**src/rtl/scrc_pkg.sv**
```systemverilog
`default_nettype none
package scrc_pkg;

  localparam int SCALE_LIMIT = 2048;
  localparam logic [31:0] RECIP_NUM = 32'h4000_0000;
  localparam int SHAPE_SHIFT = 7;

  localparam int DIV_BITS   = 32;
  localparam int DIV_STEPS  = 4;
  localparam int DIV_STAGES = DIV_BITS / DIV_STEPS;

  localparam int Y_W = 15;

  localparam int PIPE_LAST = DIV_STAGES + 1;

  localparam logic [9:0]  VIEW_HEIGHT_RST = 10'd160;
  localparam logic [11:0] LINE_PITCH_RST  = 12'd512;

  typedef enum logic {
    CFG_VIEW_HEIGHT = 1'b0,
    CFG_LINE_PITCH  = 1'b1
  } cfg_idx_e;

  typedef struct packed {
    logic [11:0] screen_x;
    logic [10:0] scale;
    logic [8:0]  run_top;
    logic [8:0]  run_bottom;
    logic [15:0] run_shape;
  } in_item_t;

  typedef struct packed {
    logic [16:0] art_index;
    logic [31:0] step_fraction;
    logic [6:0]  step_integer;
    logic [21:0] screen_offset;
    logic [9:0]  line_count;
    logic [31:0] start_fraction;
  } out_item_t;

  typedef struct packed {
    logic        en;
    logic [10:0] divisor;
  } div_ctl_t;

endpackage
`default_nettype wire

```
**src/rtl/scrc_stream_if.sv**
```systemverilog
`default_nettype none
interface scrc_in_if;
  logic               valid;
  logic               ready;
  scrc_pkg::in_item_t data;
  modport source (output valid, output data, input ready);
  modport sink (input valid, input data, output ready);
endinterface

interface scrc_out_if;
  logic                valid;
  logic                ready;
  scrc_pkg::out_item_t data;
  modport source (output valid, output data, input ready);
  modport sink (input valid, input data, output ready);
endinterface
`default_nettype wire

```
**src/rtl/scrc_recip_div.sv**
```systemverilog
`default_nettype none
module scrc_recip_div (
  input  wire logic               clk_i,
  input  wire scrc_pkg::div_ctl_t ctl_i,
  output logic [31:0]             quo_o
);
  import scrc_pkg::*;

  logic [10:0] d_q [DIV_STAGES];
  logic [10:0] r_q [DIV_STAGES];
  logic [31:0] q_q [DIV_STAGES];
  logic [10:0] d_n [DIV_STAGES];
  logic [10:0] r_n [DIV_STAGES];
  logic [31:0] q_n [DIV_STAGES];

  for (genvar k = 0; k < DIV_STAGES; k++) begin : g_stage
    logic [10:0] d_in;
    logic [10:0] r_in;
    logic [31:0] q_in;

    if (k == 0) begin : g_first
      assign d_in = ctl_i.divisor;
      assign r_in = '0;
      assign q_in = '0;
    end else begin : g_next
      assign d_in = d_q[k-1];
      assign r_in = r_q[k-1];
      assign q_in = q_q[k-1];
    end

    always_comb begin : p_step
      logic [10:0] d;
      logic [10:0] r;
      logic [31:0] q;
      logic [11:0] t;
      d = d_in;
      r = r_in;
      q = q_in;
      for (int j = 0; j < DIV_STEPS; j++) begin
        t = {r, RECIP_NUM[DIV_BITS-1-(k*DIV_STEPS+j)]};
        if (t >= {1'b0, d}) begin
          r = 11'(t - {1'b0, d});
          q = {q[30:0], 1'b1};
        end else begin
          r = t[10:0];
          q = {q[30:0], 1'b0};
        end
      end
      d_n[k] = d;
      r_n[k] = r;
      q_n[k] = q;
    end

    always_ff @(posedge clk_i) begin
      if (ctl_i.en) begin
        d_q[k] <= d_n[k];
        r_q[k] <= r_n[k];
        q_q[k] <= q_n[k];
      end
    end
  end

  assign quo_o = q_q[DIV_STAGES-1];
endmodule
`default_nettype wire

```
**src/rtl/sprite_column_run_clipper_core.sv**
```systemverilog
`default_nettype none
// Channel  Dir  Handshake        Payload
// in_i     in   valid / ready    screen_x, scale, run_top, run_bottom, run_shape
// out_o    out  valid / ready    art_index .. start_fraction (zero or one per run)
// cfg      in   cfg_we_i         cfg_idx_i, cfg_data_i
//
// One run per cycle while the output is not stalled. A run passes the input register,
// the 8-stage reciprocal divider (4 quotient bits per stage) alongside the multiply
// and clip stages, then the reciprocal-scaling register and the output register.
// Reset clears valid bits and restores view_height 160, line_pitch 512.
// A stall at the output holds the whole pipeline; dropped runs leave bubbles.
module sprite_column_run_clipper_core (
  input  wire logic        clk_i,
  input  wire logic        rst_ni,
  input  wire logic        cfg_we_i,
  input  wire logic        cfg_idx_i,
  input  wire logic [11:0] cfg_data_i,
  scrc_in_if.sink          in_i,
  scrc_out_if.source       out_o
);
  import scrc_pkg::*;

  typedef struct packed {
    logic [11:0] sx;
    logic [10:0] sc;
    logic [8:0]  top;
    logic [8:0]  bot;
    logic [15:0] shape;
    logic [19:0] p_top;
    logic [19:0] p_bot;
    logic        keep;
    logic        clipped;
    logic [10:0] negy1;
    logic [9:0]  y1c;
    logic [9:0]  count;
    logic [21:0] scr_off;
    logic [30:0] recip;
    logic [31:0] delta;
  } side_t;

  logic [9:0]  vh_q;
  logic [11:0] pitch_q;

  always_ff @(posedge clk_i or negedge rst_ni) begin
    if (!rst_ni) begin
      vh_q    <= VIEW_HEIGHT_RST;
      pitch_q <= LINE_PITCH_RST;
    end else if (cfg_we_i) begin
      case (cfg_idx_e'(cfg_idx_i))
        CFG_VIEW_HEIGHT: vh_q    <= cfg_data_i[9:0];
        CFG_LINE_PITCH:  pitch_q <= cfg_data_i;
        default: ;
      endcase
    end
  end

  logic en;
  assign en       = !out_o.valid || out_o.ready;
  assign in_i.ready = en;

  side_t s_q [PIPE_LAST+1];
  side_t s_n [PIPE_LAST+1];
  logic  v_q [PIPE_LAST+1];

  div_ctl_t    div_ctl;
  logic [31:0] quo;

  assign div_ctl.en      = en;
  assign div_ctl.divisor = s_q[0].sc;

  scrc_recip_div u_div (
    .clk_i (clk_i),
    .ctl_i (div_ctl),
    .quo_o (quo)
  );

  logic signed [Y_W-1:0] y1, y2, y2c, cnt, vh_s;
  logic                  scale_ok;
  logic [41:0]           dprod;

  always_comb begin
    s_n[0]       = '0;
    s_n[0].sx    = in_i.data.screen_x;
    s_n[0].sc    = in_i.data.scale;
    s_n[0].top   = in_i.data.run_top;
    s_n[0].bot   = in_i.data.run_bottom;
    s_n[0].shape = in_i.data.run_shape;
    for (int k = 1; k <= PIPE_LAST; k++) begin
      s_n[k] = s_q[k-1];
    end

    s_n[1].p_top = s_q[0].sc * s_q[0].top;
    s_n[1].p_bot = s_q[0].sc * s_q[0].bot;

    vh_s = $signed({{(Y_W-10){1'b0}}, vh_q});
    y1 = $signed({2'b0, s_q[1].p_top[19:SHAPE_SHIFT]}) + $signed({6'b0, vh_q[9:1]})
         - $signed({4'b0, s_q[1].sc});
    y2 = $signed({2'b0, s_q[1].p_bot[19:SHAPE_SHIFT]}) + $signed({6'b0, vh_q[9:1]})
         - $signed({4'b0, s_q[1].sc});
    y2c = (y2 > vh_s) ? vh_s : y2;
    s_n[2].clipped = y1 < 0;
    s_n[2].negy1   = 11'(-y1);
    s_n[2].y1c     = (y1 < 0) ? 10'd0 : y1[9:0];
    cnt = y2c - ((y1 < 0) ? Y_W'(0) : y1);
    s_n[2].count   = cnt[9:0];
    scale_ok = (s_q[1].sc != 11'd0) && (int'(s_q[1].sc) < SCALE_LIMIT);
    s_n[2].keep = scale_ok && (y1 < vh_s) && (y2 > 0) && (cnt > 0);

    s_n[3].scr_off = 22'({11'b0, s_q[2].sx} + s_q[2].y1c * pitch_q);

    dprod = s_q[PIPE_LAST-1].negy1 * quo[30:0];
    s_n[PIPE_LAST].recip = quo[30:0];
    s_n[PIPE_LAST].delta = s_q[PIPE_LAST-1].clipped ? dprod[31:0] : 32'd0;
  end

  always_ff @(posedge clk_i or negedge rst_ni) begin
    if (!rst_ni) begin
      for (int k = 0; k <= PIPE_LAST; k++) v_q[k] <= 1'b0;
    end else if (en) begin
      v_q[0] <= in_i.valid;
      for (int k = 1; k <= PIPE_LAST; k++) v_q[k] <= v_q[k-1];
    end
  end

  always_ff @(posedge clk_i) begin
    if (en) begin
      for (int k = 0; k <= PIPE_LAST; k++) s_q[k] <= s_n[k];
    end
  end

  logic      out_valid_q;
  out_item_t out_q;
  side_t     fin;
  assign fin = s_q[PIPE_LAST];

  always_ff @(posedge clk_i or negedge rst_ni) begin
    if (!rst_ni) begin
      out_valid_q <= 1'b0;
    end else if (en) begin
      out_valid_q <= v_q[PIPE_LAST] && fin.keep;
    end
  end

  always_ff @(posedge clk_i) begin
    if (en) begin
      out_q.art_index      <= 17'({1'b0, fin.shape} + fin.top[8:1] + fin.delta[31:24]);
      out_q.step_fraction  <= {fin.recip[23:0], 8'd0};
      out_q.step_integer   <= fin.recip[30:24];
      out_q.screen_offset  <= fin.scr_off;
      out_q.line_count     <= fin.count;
      out_q.start_fraction <= {fin.delta[23:0], 8'd0};
    end
  end

  assign out_o.valid = out_valid_q;
  assign out_o.data  = out_q;

  a_recip_exact: assert property (@(posedge clk_i) disable iff (!rst_ni)
    v_q[PIPE_LAST] && fin.keep |->
      ({11'b0, fin.recip} * fin.sc <= {10'b0, RECIP_NUM})
      && (({11'b0, fin.recip} + 42'd1) * fin.sc > {10'b0, RECIP_NUM}))
    else $error("reciprocal misaligned with its run");

  a_count_nonzero: assert property (@(posedge clk_i) disable iff (!rst_ni)
    out_o.valid |-> out_o.data.line_count != 10'd0)
    else $error("draw command with zero lines");

  a_out_source: assert property (@(posedge clk_i) disable iff (!rst_ni)
    $rose(out_o.valid) |-> $past(v_q[PIPE_LAST] && fin.keep))
    else $error("output valid without a kept run");

endmodule
`default_nettype wire
```
**src/flat_wrapper.sv**
```systemverilog
// flat-port wrapper written by rule: the top's interface ports become plain ports
module sprite_column_run_clipper_core_flat import scrc_pkg::*;
  (clk_i, rst_ni, cfg_we_i, cfg_idx_i, cfg_data_i, in_i_valid, in_i_data, in_i_ready, out_o_valid, out_o_data, out_o_ready);
  scrc_in_if in_i_i ();
  scrc_out_if out_o_i ();
  input  wire logic clk_i;
  input  wire logic rst_ni;
  input  wire logic cfg_we_i;
  input  wire logic cfg_idx_i;
  input  wire logic [11:0] cfg_data_i;
  input wire logic [$bits(in_i_i.valid)-1:0] in_i_valid;
  input wire logic [$bits(in_i_i.data)-1:0] in_i_data;
  output wire logic [$bits(in_i_i.ready)-1:0] in_i_ready;
  output wire logic [$bits(out_o_i.valid)-1:0] out_o_valid;
  output wire logic [$bits(out_o_i.data)-1:0] out_o_data;
  input wire logic [$bits(out_o_i.ready)-1:0] out_o_ready;
  assign in_i_i.valid = in_i_valid;
  assign in_i_i.data = in_i_data;
  assign in_i_ready = in_i_i.ready;
  assign out_o_valid = out_o_i.valid;
  assign out_o_data = out_o_i.data;
  assign out_o_i.ready = out_o_ready;
  sprite_column_run_clipper_core u_core (.clk_i(clk_i), .rst_ni(rst_ni), .cfg_we_i(cfg_we_i), .cfg_idx_i(cfg_idx_i), .cfg_data_i(cfg_data_i), .in_i(in_i_i), .out_o(out_o_i));
endmodule
```
**config.mk**
```make
export PLATFORM = sky130hd
export DESIGN_NAME = sprite_column_run_clipper_core_flat
export DESIGN_NICKNAME = d
export VERILOG_FILES = /design/src/rtl/scrc_pkg.sv /design/src/rtl/scrc_stream_if.sv /design/src/rtl/scrc_recip_div.sv /design/src/rtl/sprite_column_run_clipper_core.sv /design/src/flat_wrapper.sv
export SDC_FILE = /design/constraint.sdc
export NUM_CORES = 2
export LEC_CHECK = 0
export ABC_AREA = 1
export BUFFER_PORTS_ARGS = -buffer_cell sky130_fd_sc_hd__buf_2
export CORE_MARGIN = 3
export CORE_UTILIZATION = 50
export CTS_BUF_LIST = sky130_fd_sc_hd__clkbuf_8
export DETAILED_ROUTE_END_ITERATION = 8
export HOLD_SLACK_MARGIN = 0.15
export PLACE_DENSITY = 0.67
export SKIP_LAST_GASP = 1
export SLEW_MARGIN = 20
export SYNTH_ARGS = -nofsm -noshare
export SYNTH_HDL_FRONTEND = slang
export SYNTH_SLANG_ARGS = --single-unit
export TNS_END_PERCENT = 5
```
**constraint.sdc**
```tcl
create_clock -name clk_i -period 85.4 [get_ports clk_i]
set_clock_uncertainty 0.15 [all_clocks]
set_input_delay 8.54 -clock clk_i [delete_from_list [all_inputs] [get_ports clk_i]]
set_output_delay 8.54 -clock clk_i [all_outputs]
set_load 0.01 [all_outputs]
```
==> out/summary.txt <==
run status: finished, final reports clean
HPWL Detailed: 122.4 mm
GRT Residual Overflow: 0
WP data arrival: 9.52 ns
commonest cells in the netlist: nand2_1, inv_1, edfxtp_1, ha_1, fa_1
post-CTS setup buffer count: 0
register area share after synthesis: 45.11%
Relative slew margins: 22.32%
number of global-route vias before repair: 51,980
P&R area growth vs syn: 8.403%
vias per inst: 5.126
total core area: 150,500 sq um
Mapped Cells: 7,558
Startpoint Class: input pin
Fill cells: 13,230
clock-pin slew on the worst setup and hold paths: 0.05 ns
DRT Pass-1 Iters: 6
first-pass GRT wire length: 264.2 mm
Worst Hold Class: flop to flop
Port Buffer Count: 180
die area: 157,000 sq um
top cells by area, synth: edfxtp_1, fa_1, ha_1
Routed WL: 160.8 mm
CTS root buf: clkbuf_8
number of setup violations in the final report: 0
pre-CTS WS: 67.16 ns
# resized after CTS: 0
CTS Buf Count: 187
Worst Tran Pin Value: 1.165 ns
# H-tree levels: 4
Warnings, synthesis: 0
io pins: 197
CP Cell Sequence: buf_2 -> inv_1 -> nand2_4 -> buf_2
Die Y-Extent: 396.2 um
Longest Clk Path Bufs: 3
nets: 8,906
post-layout min period: 18.21 ns
Slowest Stage Delay on Critical Path: 0.57 ns
max_cap viols: 0
Hold Fails Final Rpt: 0
worst r2r path cells: 41
Compound-Gate Fraction of Synth Area: 6.744%
number of synthesized flops with an enable pin: 1,116
max-slew violation total from the final report: 0
synthesized area per cell: 10.07 sq um
Post-route DRC: 0
layout cells sized above 1: 7.951%
GP Congestion: 0.9258
Mapped Area: 76,140 sq um
final cycle utilization of the critical path: 21.32%
post-route ant nets: 0
most frequent cell after synthesis: nand2_1
drt initial violations: 2,972
Synth area leader: edfxtp_1
total number of vias: 51,040
Peak Freq: 54.93 MHz
hold-fix buffers at CTS: 0
Synth Area in Simple Gates: 14.64%
Worst Path Max Fanout: 64
mux cell area share after synthesis: 0.04437%
Worst Path Required: 76.71 ns
Core Rows: 142
Wirelength per Cell: 16.15 um
critical path class: input pin to output port
setup ws final: 67.19 ns
post-synth top area share: 44.02%
Clk Latency, worst-skew pair: 0.90 ns
Crit-path slowest cell: nand2_4
WHS: 0.2179 ns
Netlist cell types: 71
largest net degree at the start of global routing: 87
FFs w/ async S/R, synth: 2.872%
GRT Util Overall: 20.83%
xor-xnor portion of the synthesized cell area: 4.245%
Hold Path Depth: 0
largest family of logic cells by synthesized area: adder cells
ys flop type: edfxtp_1
Seq cells post-synth: 1,149
Fin Setup TNS: 0 ns
adder-cell share of the synthesized area: 21.80%
CTS tree: yes
antenna violations before repair: 3
starting density of the core: 50.59%
RSZ-0062 raised after global routing: no
most used cell along the critical path: buf_2
Die W: 396.2 um
Critical Path End Type: output port
number of clock sinks: 1,149
-- final cells by class --
class	count	area, sq um	area share (%)
clock inverters	146	947.2	1.148
clock buffers	192	2643	3.202
flip-flops and latches	1149	34340	41.61
repair buffers	215	1164	1.410
well taps	2016	2522	3.056
diodes	4	10.01	0.01213
inverters	1248	4692	5.685
multi-input cells	4986	36210	43.88
-- per-stage QoR --
stage          utilization [%]  cells  instance area (sq um)
5_1_grt                  54.84   9953                  82530
4_1_cts                  54.84   9952                  82520
2_1_floorplan                -   7573                  76190
3_5_place_dp             52.45   9614                  78930
3_3_place_gp             52.45   9614                  78930
6_report                 54.84   9956                  82530
-- layer usage --
layer	track usage [%]	up-vias	share of wire [%]
li1	-	25230	-
met1	27.83	24330	45
met2	34.92	1169	48
met3	3.228	303	4.9
met4	6.798	0	2.9
met5	0	-	0
-- sequential cells by signal, indices dropped and copies added, names as in the netlist --
register            count
u_core.s_q            729
u_core.u_div.q_q      136
u_core.out_o.data     104
u_core.u_div.r_q       77
u_core.u_div.d_q       70
u_core.pitch_q         12
u_core.v_q             10
u_core.vh_q            10
u_core.out_o.valid      1
-- final timing paths --
kind	from	endpoint	slack, ns
max	out_o_ready	in_i_ready	67.19
min	u_core.s_q[9][32]	u_core.out_o.data[79]	0.22
max reg2reg	u_core.u_div.d_q[4][0]	u_core.u_div.r_q[5][8]	75.94
min reg2reg	u_core.s_q[9][32]	u_core.out_o.data[79]	0.22
max in group asynchronous	rst_ni	u_core.pitch_q[5]	76.99
min in group asynchronous	rst_ni	u_core.pitch_q[6]	7.60
-- critical path, delay by kind of cell --
kind / cells / cell delay (ns)
buf+inv: 3 / 0.40
simple gates: 1 / 0.57
-- cells by family (layout without fill, tap and decap cells) --
group           after synthesis  in the layout
mux                           3              3
other cells                   1             20
xor+xnor                    369            369
flops                      1149           1149
simple gates               2636           2636
compound gates              918            918
fa+ha+maj                  1044           1044
buf+inv                    1438           1801
-- layout by cell type (no fill, tap or decap), types with 254 or more instances in the layout --
cell type  instances
nand2_1         1773
a21oi_1          422
ha_1             573
o21ai_0          254
nand3_1          274
xor2_1           258
fa_1             471
inv_1           1284
nor2_1           339
edfxtp_1        1116
Power is not shown: default switching activity piles up to over one toggle a cycle in this logic, so the estimate is an artifact.
